===== config.mk =====
export PLATFORM = sky130hd
export DESIGN_NAME = aes_ctrl
export DESIGN_NICKNAME = d
export VERILOG_FILES = /design/src/design/aes_pkg.sv /design/src/design/aes_ctrl.sv
export SDC_FILE = /design/constraint.sdc
export NUM_CORES = 1
export LEC_CHECK = 0
export ABC_AREA = 1
export BUFFER_PORTS_ARGS = -buffer_cell sky130_fd_sc_hd__buf_4
export CORE_MARGIN = 8
export CORE_UTILIZATION = 50
export CTS_CLUSTER_SIZE = 16
export DETAILED_ROUTE_END_ITERATION = 8
export PLACE_DENSITY = 0.86
export SYNTH_ARGS = -nofsm -noshare
export SYNTH_HDL_FRONTEND = slang
export SYNTH_SLANG_ARGS = --single-unit

===== constraint.sdc =====
create_clock -name clk -period 5.9 [get_ports clk]
set_input_delay 0.885 -clock clk [delete_from_list [all_inputs] [get_ports clk]]
set_output_delay 0.885 -clock clk [all_outputs]
set_load 0.1 [all_outputs]

===== src/design/aes_pkg.sv =====
// Shared types, constants and GF(2^8) helpers for the AES block cipher.
package aes_pkg;

  localparam int unsigned KeyWordW  = 64;
  localparam int unsigned BlockW    = 128;
  localparam int unsigned SchedDepth = 60;
  localparam int unsigned SchedAw   = 6;
  localparam int unsigned RoundW    = 4;

  localparam logic [2:0] RegKeySize = 3'd0;
  localparam logic [2:0] RegKeyW0   = 3'd1;
  localparam logic [2:0] RegKeyW3   = 3'd4;

  typedef enum logic [2:0] {
    ST_IDLE,
    ST_EXP_INIT,
    ST_EXP_RUN,
    ST_INV_RUN,
    ST_LOAD,
    ST_ROUND,
    ST_DONE
  } aes_state_t;

  // controller to datapath
  typedef struct packed {
    logic              load_key;     // latch initial key words into window
    logic              exp_step;     // produce next forward key word
    logic              inv_step;     // produce next inverse key word
    logic              load_block;   // latch input block at the request edge
    logic              round_step;   // run one round
    logic              first_round;  // whitening key on this cycle
    logic              last_round;   // no MixColumns
    logic              dec;
    logic              inv_key;      // round key words come from the inverse store
    logic              key_cap;      // capture the key word read last cycle
    logic [1:0]        key_slot;     // which round key word is captured
    logic [SchedAw-1:0] key_addr;    // key store read address
    logic [SchedAw-1:0] wr_addr;
    logic [RoundW-1:0] exp_nk;       // key length in words
  } aes_ctrl_t;

  function automatic logic [7:0] xtime(input logic [7:0] a);
    xtime = {a[6:0], 1'b0} ^ (a[7] ? 8'h1b : 8'h00);
  endfunction

  function automatic logic [7:0] gmul(input logic [7:0] a, input logic [7:0] b);
    logic [7:0] x;
    logic [7:0] r;
    x = a;
    r = 8'h00;
    for (int i = 0; i < 8; i++) begin
      if (b[i]) r = r ^ x;
      x = xtime(x);
    end
    gmul = r;
  endfunction

  function automatic logic [7:0] sbox(input logic [7:0] x);
    logic [7:0] t [256];
    t = '{
      8'h63,8'h7c,8'h77,8'h7b,8'hf2,8'h6b,8'h6f,8'hc5,8'h30,8'h01,8'h67,8'h2b,8'hfe,8'hd7,8'hab,8'h76,
      8'hca,8'h82,8'hc9,8'h7d,8'hfa,8'h59,8'h47,8'hf0,8'had,8'hd4,8'ha2,8'haf,8'h9c,8'ha4,8'h72,8'hc0,
      8'hb7,8'hfd,8'h93,8'h26,8'h36,8'h3f,8'hf7,8'hcc,8'h34,8'ha5,8'he5,8'hf1,8'h71,8'hd8,8'h31,8'h15,
      8'h04,8'hc7,8'h23,8'hc3,8'h18,8'h96,8'h05,8'h9a,8'h07,8'h12,8'h80,8'he2,8'heb,8'h27,8'hb2,8'h75,
      8'h09,8'h83,8'h2c,8'h1a,8'h1b,8'h6e,8'h5a,8'ha0,8'h52,8'h3b,8'hd6,8'hb3,8'h29,8'he3,8'h2f,8'h84,
      8'h53,8'hd1,8'h00,8'hed,8'h20,8'hfc,8'hb1,8'h5b,8'h6a,8'hcb,8'hbe,8'h39,8'h4a,8'h4c,8'h58,8'hcf,
      8'hd0,8'hef,8'haa,8'hfb,8'h43,8'h4d,8'h33,8'h85,8'h45,8'hf9,8'h02,8'h7f,8'h50,8'h3c,8'h9f,8'ha8,
      8'h51,8'ha3,8'h40,8'h8f,8'h92,8'h9d,8'h38,8'hf5,8'hbc,8'hb6,8'hda,8'h21,8'h10,8'hff,8'hf3,8'hd2,
      8'hcd,8'h0c,8'h13,8'hec,8'h5f,8'h97,8'h44,8'h17,8'hc4,8'ha7,8'h7e,8'h3d,8'h64,8'h5d,8'h19,8'h73,
      8'h60,8'h81,8'h4f,8'hdc,8'h22,8'h2a,8'h90,8'h88,8'h46,8'hee,8'hb8,8'h14,8'hde,8'h5e,8'h0b,8'hdb,
      8'he0,8'h32,8'h3a,8'h0a,8'h49,8'h06,8'h24,8'h5c,8'hc2,8'hd3,8'hac,8'h62,8'h91,8'h95,8'he4,8'h79,
      8'he7,8'hc8,8'h37,8'h6d,8'h8d,8'hd5,8'h4e,8'ha9,8'h6c,8'h56,8'hf4,8'hea,8'h65,8'h7a,8'hae,8'h08,
      8'hba,8'h78,8'h25,8'h2e,8'h1c,8'ha6,8'hb4,8'hc6,8'he8,8'hdd,8'h74,8'h1f,8'h4b,8'hbd,8'h8b,8'h8a,
      8'h70,8'h3e,8'hb5,8'h66,8'h48,8'h03,8'hf6,8'h0e,8'h61,8'h35,8'h57,8'hb9,8'h86,8'hc1,8'h1d,8'h9e,
      8'he1,8'hf8,8'h98,8'h11,8'h69,8'hd9,8'h8e,8'h94,8'h9b,8'h1e,8'h87,8'he9,8'hce,8'h55,8'h28,8'hdf,
      8'h8c,8'ha1,8'h89,8'h0d,8'hbf,8'he6,8'h42,8'h68,8'h41,8'h99,8'h2d,8'h0f,8'hb0,8'h54,8'hbb,8'h16};
    sbox = t[x];
  endfunction

  function automatic logic [7:0] inv_sbox(input logic [7:0] x);
    logic [7:0] t [256];
    t = '{
      8'h52,8'h09,8'h6a,8'hd5,8'h30,8'h36,8'ha5,8'h38,8'hbf,8'h40,8'ha3,8'h9e,8'h81,8'hf3,8'hd7,8'hfb,
      8'h7c,8'he3,8'h39,8'h82,8'h9b,8'h2f,8'hff,8'h87,8'h34,8'h8e,8'h43,8'h44,8'hc4,8'hde,8'he9,8'hcb,
      8'h54,8'h7b,8'h94,8'h32,8'ha6,8'hc2,8'h23,8'h3d,8'hee,8'h4c,8'h95,8'h0b,8'h42,8'hfa,8'hc3,8'h4e,
      8'h08,8'h2e,8'ha1,8'h66,8'h28,8'hd9,8'h24,8'hb2,8'h76,8'h5b,8'ha2,8'h49,8'h6d,8'h8b,8'hd1,8'h25,
      8'h72,8'hf8,8'hf6,8'h64,8'h86,8'h68,8'h98,8'h16,8'hd4,8'ha4,8'h5c,8'hcc,8'h5d,8'h65,8'hb6,8'h92,
      8'h6c,8'h70,8'h48,8'h50,8'hfd,8'hed,8'hb9,8'hda,8'h5e,8'h15,8'h46,8'h57,8'ha7,8'h8d,8'h9d,8'h84,
      8'h90,8'hd8,8'hab,8'h00,8'h8c,8'hbc,8'hd3,8'h0a,8'hf7,8'he4,8'h58,8'h05,8'hb8,8'hb3,8'h45,8'h06,
      8'hd0,8'h2c,8'h1e,8'h8f,8'hca,8'h3f,8'h0f,8'h02,8'hc1,8'haf,8'hbd,8'h03,8'h01,8'h13,8'h8a,8'h6b,
      8'h3a,8'h91,8'h11,8'h41,8'h4f,8'h67,8'hdc,8'hea,8'h97,8'hf2,8'hcf,8'hce,8'hf0,8'hb4,8'he6,8'h73,
      8'h96,8'hac,8'h74,8'h22,8'he7,8'had,8'h35,8'h85,8'he2,8'hf9,8'h37,8'he8,8'h1c,8'h75,8'hdf,8'h6e,
      8'h47,8'hf1,8'h1a,8'h71,8'h1d,8'h29,8'hc5,8'h89,8'h6f,8'hb7,8'h62,8'h0e,8'haa,8'h18,8'hbe,8'h1b,
      8'hfc,8'h56,8'h3e,8'h4b,8'hc6,8'hd2,8'h79,8'h20,8'h9a,8'hdb,8'hc0,8'hfe,8'h78,8'hcd,8'h5a,8'hf4,
      8'h1f,8'hdd,8'ha8,8'h33,8'h88,8'h07,8'hc7,8'h31,8'hb1,8'h12,8'h10,8'h59,8'h27,8'h80,8'hec,8'h5f,
      8'h60,8'h51,8'h7f,8'ha9,8'h19,8'hb5,8'h4a,8'h0d,8'h2d,8'he5,8'h7a,8'h9f,8'h93,8'hc9,8'h9c,8'hef,
      8'ha0,8'he0,8'h3b,8'h4d,8'hae,8'h2a,8'hf5,8'hb0,8'hc8,8'heb,8'hbb,8'h3c,8'h83,8'h53,8'h99,8'h61,
      8'h17,8'h2b,8'h04,8'h7e,8'hba,8'h77,8'hd6,8'h26,8'he1,8'h69,8'h14,8'h63,8'h55,8'h21,8'h0c,8'h7d};
    inv_sbox = t[x];
  endfunction

  function automatic logic [31:0] sub_word(input logic [31:0] w);
    sub_word = {sbox(w[31:24]), sbox(w[23:16]), sbox(w[15:8]), sbox(w[7:0])};
  endfunction

  // column as 32-bit word, byte 0 in low bits
  function automatic logic [31:0] mix_col(input logic [31:0] w, input logic inv);
    logic [7:0] a [4];
    logic [7:0] o [4];
    logic [7:0] m [4];
    for (int k = 0; k < 4; k++) a[k] = w[8*k +: 8];
    if (inv) m = '{8'd14, 8'd11, 8'd13, 8'd9};
    else     m = '{8'd2, 8'd3, 8'd1, 8'd1};
    for (int r = 0; r < 4; r++) begin
      o[r] = 8'h00;
      for (int k = 0; k < 4; k++) o[r] = o[r] ^ gmul(m[(k + 4 - r) & 3], a[k]);
    end
    mix_col = {o[3], o[2], o[1], o[0]};
  endfunction

endpackage


===== src/design/aes_ctrl.sv =====
// Controller: key expansion sequencing and round sequencing.
module aes_ctrl (
  input  logic             clk,
  input  logic             rst,
  input  logic             start,
  input  logic             func,
  input  logic             sched_valid,
  input  logic [1:0]       key_size,
  output logic             busy,
  output logic             done,
  output logic             sched_set,
  output aes_pkg::aes_ctrl_t ctrl
);
  import aes_pkg::*;

  aes_state_t state, state_next;
  logic [SchedAw-1:0] idx, idx_next;     // key word index
  logic [RoundW-1:0]  rnd, rnd_next;     // round counter
  logic               dec, dec_next;
  logic [RoundW-1:0]  nk;
  logic [RoundW-1:0]  nr;
  logic [SchedAw-1:0] total;

  always_comb begin
    unique case (key_size)
      2'd0:    nk = RoundW'(4);
      2'd1:    nk = RoundW'(6);
      default: nk = RoundW'(8);
    endcase
    nr    = nk + RoundW'(6);
    total = SchedAw'({nr, 2'b00}) + SchedAw'(4);
  end

  always_ff @(posedge clk) begin
    if (rst) begin
      state <= ST_IDLE;
      idx   <= '0;
      rnd   <= '0;
      dec   <= 1'b0;
    end else begin
      state <= state_next;
      idx   <= idx_next;
      rnd   <= rnd_next;
      dec   <= dec_next;
    end
  end

  always_comb begin
    state_next = state;
    idx_next   = idx;
    rnd_next   = rnd;
    dec_next   = dec;
    busy       = (state != ST_IDLE);
    done       = 1'b0;
    sched_set  = 1'b0;
    ctrl       = '0;
    ctrl.dec   = dec;
    ctrl.exp_nk = nk;
    unique case (state)
      ST_IDLE: begin
        if (start) begin
          // block is captured at the request edge
          ctrl.load_block = 1'b1;
          dec_next   = func;
          idx_next   = '0;
          state_next = sched_valid ? ST_LOAD : ST_EXP_INIT;
        end
      end
      ST_EXP_INIT: begin
        // latch the raw key into the window, whose words are then written out
        ctrl.load_key = 1'b1;
        idx_next      = '0;
        state_next    = ST_EXP_RUN;
      end
      ST_EXP_RUN: begin
        ctrl.exp_step = 1'b1;
        ctrl.wr_addr  = idx;
        if (idx == total - SchedAw'(1)) begin
          idx_next   = '0;
          state_next = ST_INV_RUN;
        end else begin
          idx_next = idx + SchedAw'(1);
        end
      end
      ST_INV_RUN: begin
        // forward words are read back one a cycle; stage 1 issues read, write follows RAM read
        ctrl.inv_step = 1'b1;
        ctrl.key_addr = idx;
        ctrl.wr_addr  = idx - SchedAw'(1);
        if (idx == total) begin
          sched_set  = 1'b1;
          idx_next   = '0;
          state_next = ST_LOAD;
        end else begin
          idx_next = idx + SchedAw'(1);
        end
      end
      ST_LOAD: begin
        // whitening key: addresses on idx 0..3, words captured on idx 1..3,
        // last word used straight from the store on idx 4
        ctrl.key_addr = (dec ? SchedAw'({nr, 2'b00}) : '0) + idx;
        if (idx != '0 && idx != SchedAw'(4)) begin
          ctrl.key_cap  = 1'b1;
          ctrl.key_slot = 2'(idx - SchedAw'(1));
        end
        if (idx == SchedAw'(4)) begin
          ctrl.first_round = 1'b1;
          ctrl.round_step  = 1'b1;
          idx_next   = '0;
          rnd_next   = RoundW'(1);
          state_next = ST_ROUND;
        end else begin
          idx_next = idx + SchedAw'(1);
        end
      end
      ST_ROUND: begin
        ctrl.inv_key  = dec;
        ctrl.key_addr = (dec ? SchedAw'({nr - rnd, 2'b00}) : SchedAw'({rnd, 2'b00})) + idx;
        if (idx != '0 && idx != SchedAw'(4)) begin
          ctrl.key_cap  = 1'b1;
          ctrl.key_slot = 2'(idx - SchedAw'(1));
        end
        if (idx == SchedAw'(4)) begin
          ctrl.round_step = 1'b1;
          ctrl.last_round = (rnd == nr);
          idx_next = '0;
          if (rnd == nr) state_next = ST_DONE;
          else rnd_next = rnd + RoundW'(1);
        end else begin
          idx_next = idx + SchedAw'(1);
        end
      end
      ST_DONE: begin
        done       = 1'b1;
        state_next = ST_IDLE;
      end
      default: state_next = ST_IDLE;
    endcase
  end
endmodule


==> flow_metrics.tcl <==
set metrics [dict create \
    viasPerCell 5.33 \
    synthToLayoutAreaGrowth_pct 22.3 \
    r2r_slack_ps 4030 \
    cp_slowest_cell "fa_1" \
    cts_post_setup_buffers_inserted 0 \
    rsz0062_at_grt "no" \
    pin_count 38 \
    synth_cells 218 \
    path_buf_inv 4 \
    core_um2 2710 \
    final_util_pct 62.9 \
    crit_top_cell "nor2_1" \
    final.setup.tns_ps 0 \
    maxCapViolCount 0 \
    cts_root_buf "clkbuf_4" \
    fin_nets 272 \
    clk_path_buf_depth 2 \
    clkSinkCount 14 \
    crit_required_ps 5020 \
    whs_ps 537 \
    place_inst 280 \
    synth_edf_count 0 \
    syn_area_um2 1390 \
    status "completed" \
    leakage_nw 0.848 \
    vdd.ir_drop.worst_uv 389 \
    vias 1514 \
    drtPass1Iterations 4 \
    max_stage_delay_ps 560 \
    place_hpwl_um 3060 \
    ys_ff_latch 14 \
    hold-path-cell-count 2 \
    period_share_pct 74.7 \
    grtUsageTotal_pct 16.7 \
    end_kind "output port" \
    path_max_fanout 5 \
    grt_pass1_wl_um 6190 \
    power_density_nw_per_um2 479 \
    clkTransAtPathRegs_ps 90 \
    crit_type "input port to output port" \
    die_w_um 68.8 \
    diodes 0 \
    cts_tree "built" \
    die-area_um2 4730 \
    path_depth 16 \
    ys_seq_area_share_pct 20.1 \
    synth_nets 236 \
    clock_latency_ps 290 \
    critPathLaunchType "input port" \
    die_y_um 68.8 \
    drive_above_1_share_pct 21.7 \
    yosysUniqueCellTypes 35 \
    wl_per_cell_um 13.2 \
    drcViolationCount 0 \
    initial_utilization_pct 51.4 \
    period_minus_slack_ps 4410 \
    max_freq_ghz 0.227 \
    drt-total-wl_um 3740 \
    final_hold_viol_count 0 \
    ctsHoldBuffers 0 \
    syn_avg_cell_area_um2 6.39 \
    gp_congestion 0.914 \
    ys.flop_type "dfxtp_1" \
    clock_skew_ps 7.80 \
    rows 19 \
    hold_path_class "flop to flop" \
    crit_arrival_ps 3520 \
    fin_cells 284 \
    htree_num_levels 1 \
    grt_pass1_vias 1453 \
    postRouteAntennaNets 0 \
    grt_max_degree 12 \
    yosysWarnings 0 \
    drt-initial-drc-count 95 \
    antenna_found_initial 0 \
    worst-r2r-cell-count 8 \
    port_buffers 36 \
    placed_cell_area_um2 1670 \
    cts-resized-gates 0 \
    overflow 0 \
    maxSlewViolCount 0 \
    cts_made_buffers 3 \
    report.final.setup_viol 0 \
    fin_area_um2 1700 \
    cp_top_family "adder cells" \
    crit_path_cell_trace "buf_4 > inv_1 > nand2_1 > fa_1 > nor2_1 > a21oi_1 > inv_1 > o21ai_0 > ha_1 > nand2_1 > nor2_1 > a211oi_1 > xnor2_1 > nor2_1 > o21bai_1 > buf_4" \
    synth-async-reset-ratio_pct 0 \
]
-- kinds of logic (layout without fill, tap and decap cells) --
| logic type | Yosys count | after routing | synth area share [%] |
|---|---|---|---|
| other | 1 | 1 | 0.269 |
| DFF | 14 | 14 | 20.1 |
| xor gates and xnor gates | 9 | 9 | 5.66 |
| buffers and inverters | 44 | 79 | 13.0 |
| adders and majority gates | 11 | 11 | 11.0 |
| AOI/OAI and AO/OA | 36 | 36 | 16.0 |
| and+or+nand+nor | 103 | 103 | 34.0 |
-- flip-flops by register name (all words and copies together) (netlist names) --
register	flops
state	3
rnd	4
dec	1
idx	6
-- cell type report --
| type | count | area (µm²) |
|---|---|---|
| inverter | 39 | 146 |
| tap | 31 | 38.8 |
| multi-input combinational | 160 | 932 |
| fill | 258 | 1010 |
| timing repair buffer | 36 | 270 |
| clock buffer | 4 | 36.3 |
| sequential | 14 | 280 |
-- Yosys cell counts, types with 4 or more instances --
cell / count / area share (%)
nand2_2: 4 / 1.8
nor2_1: 33 / 8.9
inv_1: 37 / 10
dfxtp_1: 14 / 20
nand4_1: 4 / 1.8
ha_1: 9 / 8.1
o21ai_0: 9 / 3.2
a21oi_1: 12 / 4.3
nor3_1: 6 / 2.2
o22ai_1: 5 / 2.2
nand2_1: 35 / 9.4
nand3_1: 12 / 4.3
xor2_1: 7 / 4.4
-- power breakdown --
group / switching (mW) / internal, mW
logic: 0.450 / 0.145
registers: 0.0320 / 0.116
clock network: 0.0345 / 0.0376
total: 0.517 / 0.299
-- worst reg2reg max path, cell delays in order (launching register included) --
cell and delay, ps:
dfxtp_1 380, inv_1 140, ha_1 260, and3_1 180, nand3_1 170, nand2_2 150
nand3_1 150, o21ai_2 250, nor2_1 70
-- placed cells by master, fill, tap and decap left out --
master / count
nor2_1: 33
o21ai_1: 2
inv_2: 2
clkbuf_4: 3
buf_4: 36
inv_1: 37
nand2_1: 35
a21oi_1: 12
nor3b_1: 1
xor2_1: 7
nor2_4: 1
conb_1: 1
clkbuf_8: 1
nand4_1: 4
ha_1: 9
o211ai_1: 2
nor3b_2: 1
dfxtp_1: 14
nor2_2: 2
o22ai_1: 5
or2_1: 1
nand4_2: 1
nand3_2: 1
and3_1: 1
fa_1: 2
nor3_1: 6
xnor2_1: 2
o21ai_2: 2
o21bai_1: 1
nand2_2: 4
o21ai_0: 9
a211oi_1: 2
nand3_1: 12
a31oi_4: 1
-- metal layers --
layer	vias to the layer above	global-route usage (%)	wire length [µm]
met5	-	0	0
met1	680	20.6	1620
met4	0	5.26	35
met3	5	3.23	299
met2	53	28.7	1790
li1	776	-	-
-- worst paths after layout --
kind               start        to
min reg2reg       rnd[0]    rnd[0]
max reg2reg       idx[0]    idx[5]
max          key_size[1]  ctrl[15]
min               rnd[0]    rnd[0]
-- through the flow --
stage                     setup slack [ps]  power, mW
after floorplan                       87.4      0.635
after global placement                1620      0.732
after detailed placement              1480      0.741
after CTS                             1480      0.813
after global routing                  1240      0.874
final                                 1490      0.816
(Power assumes the default switching activity.)
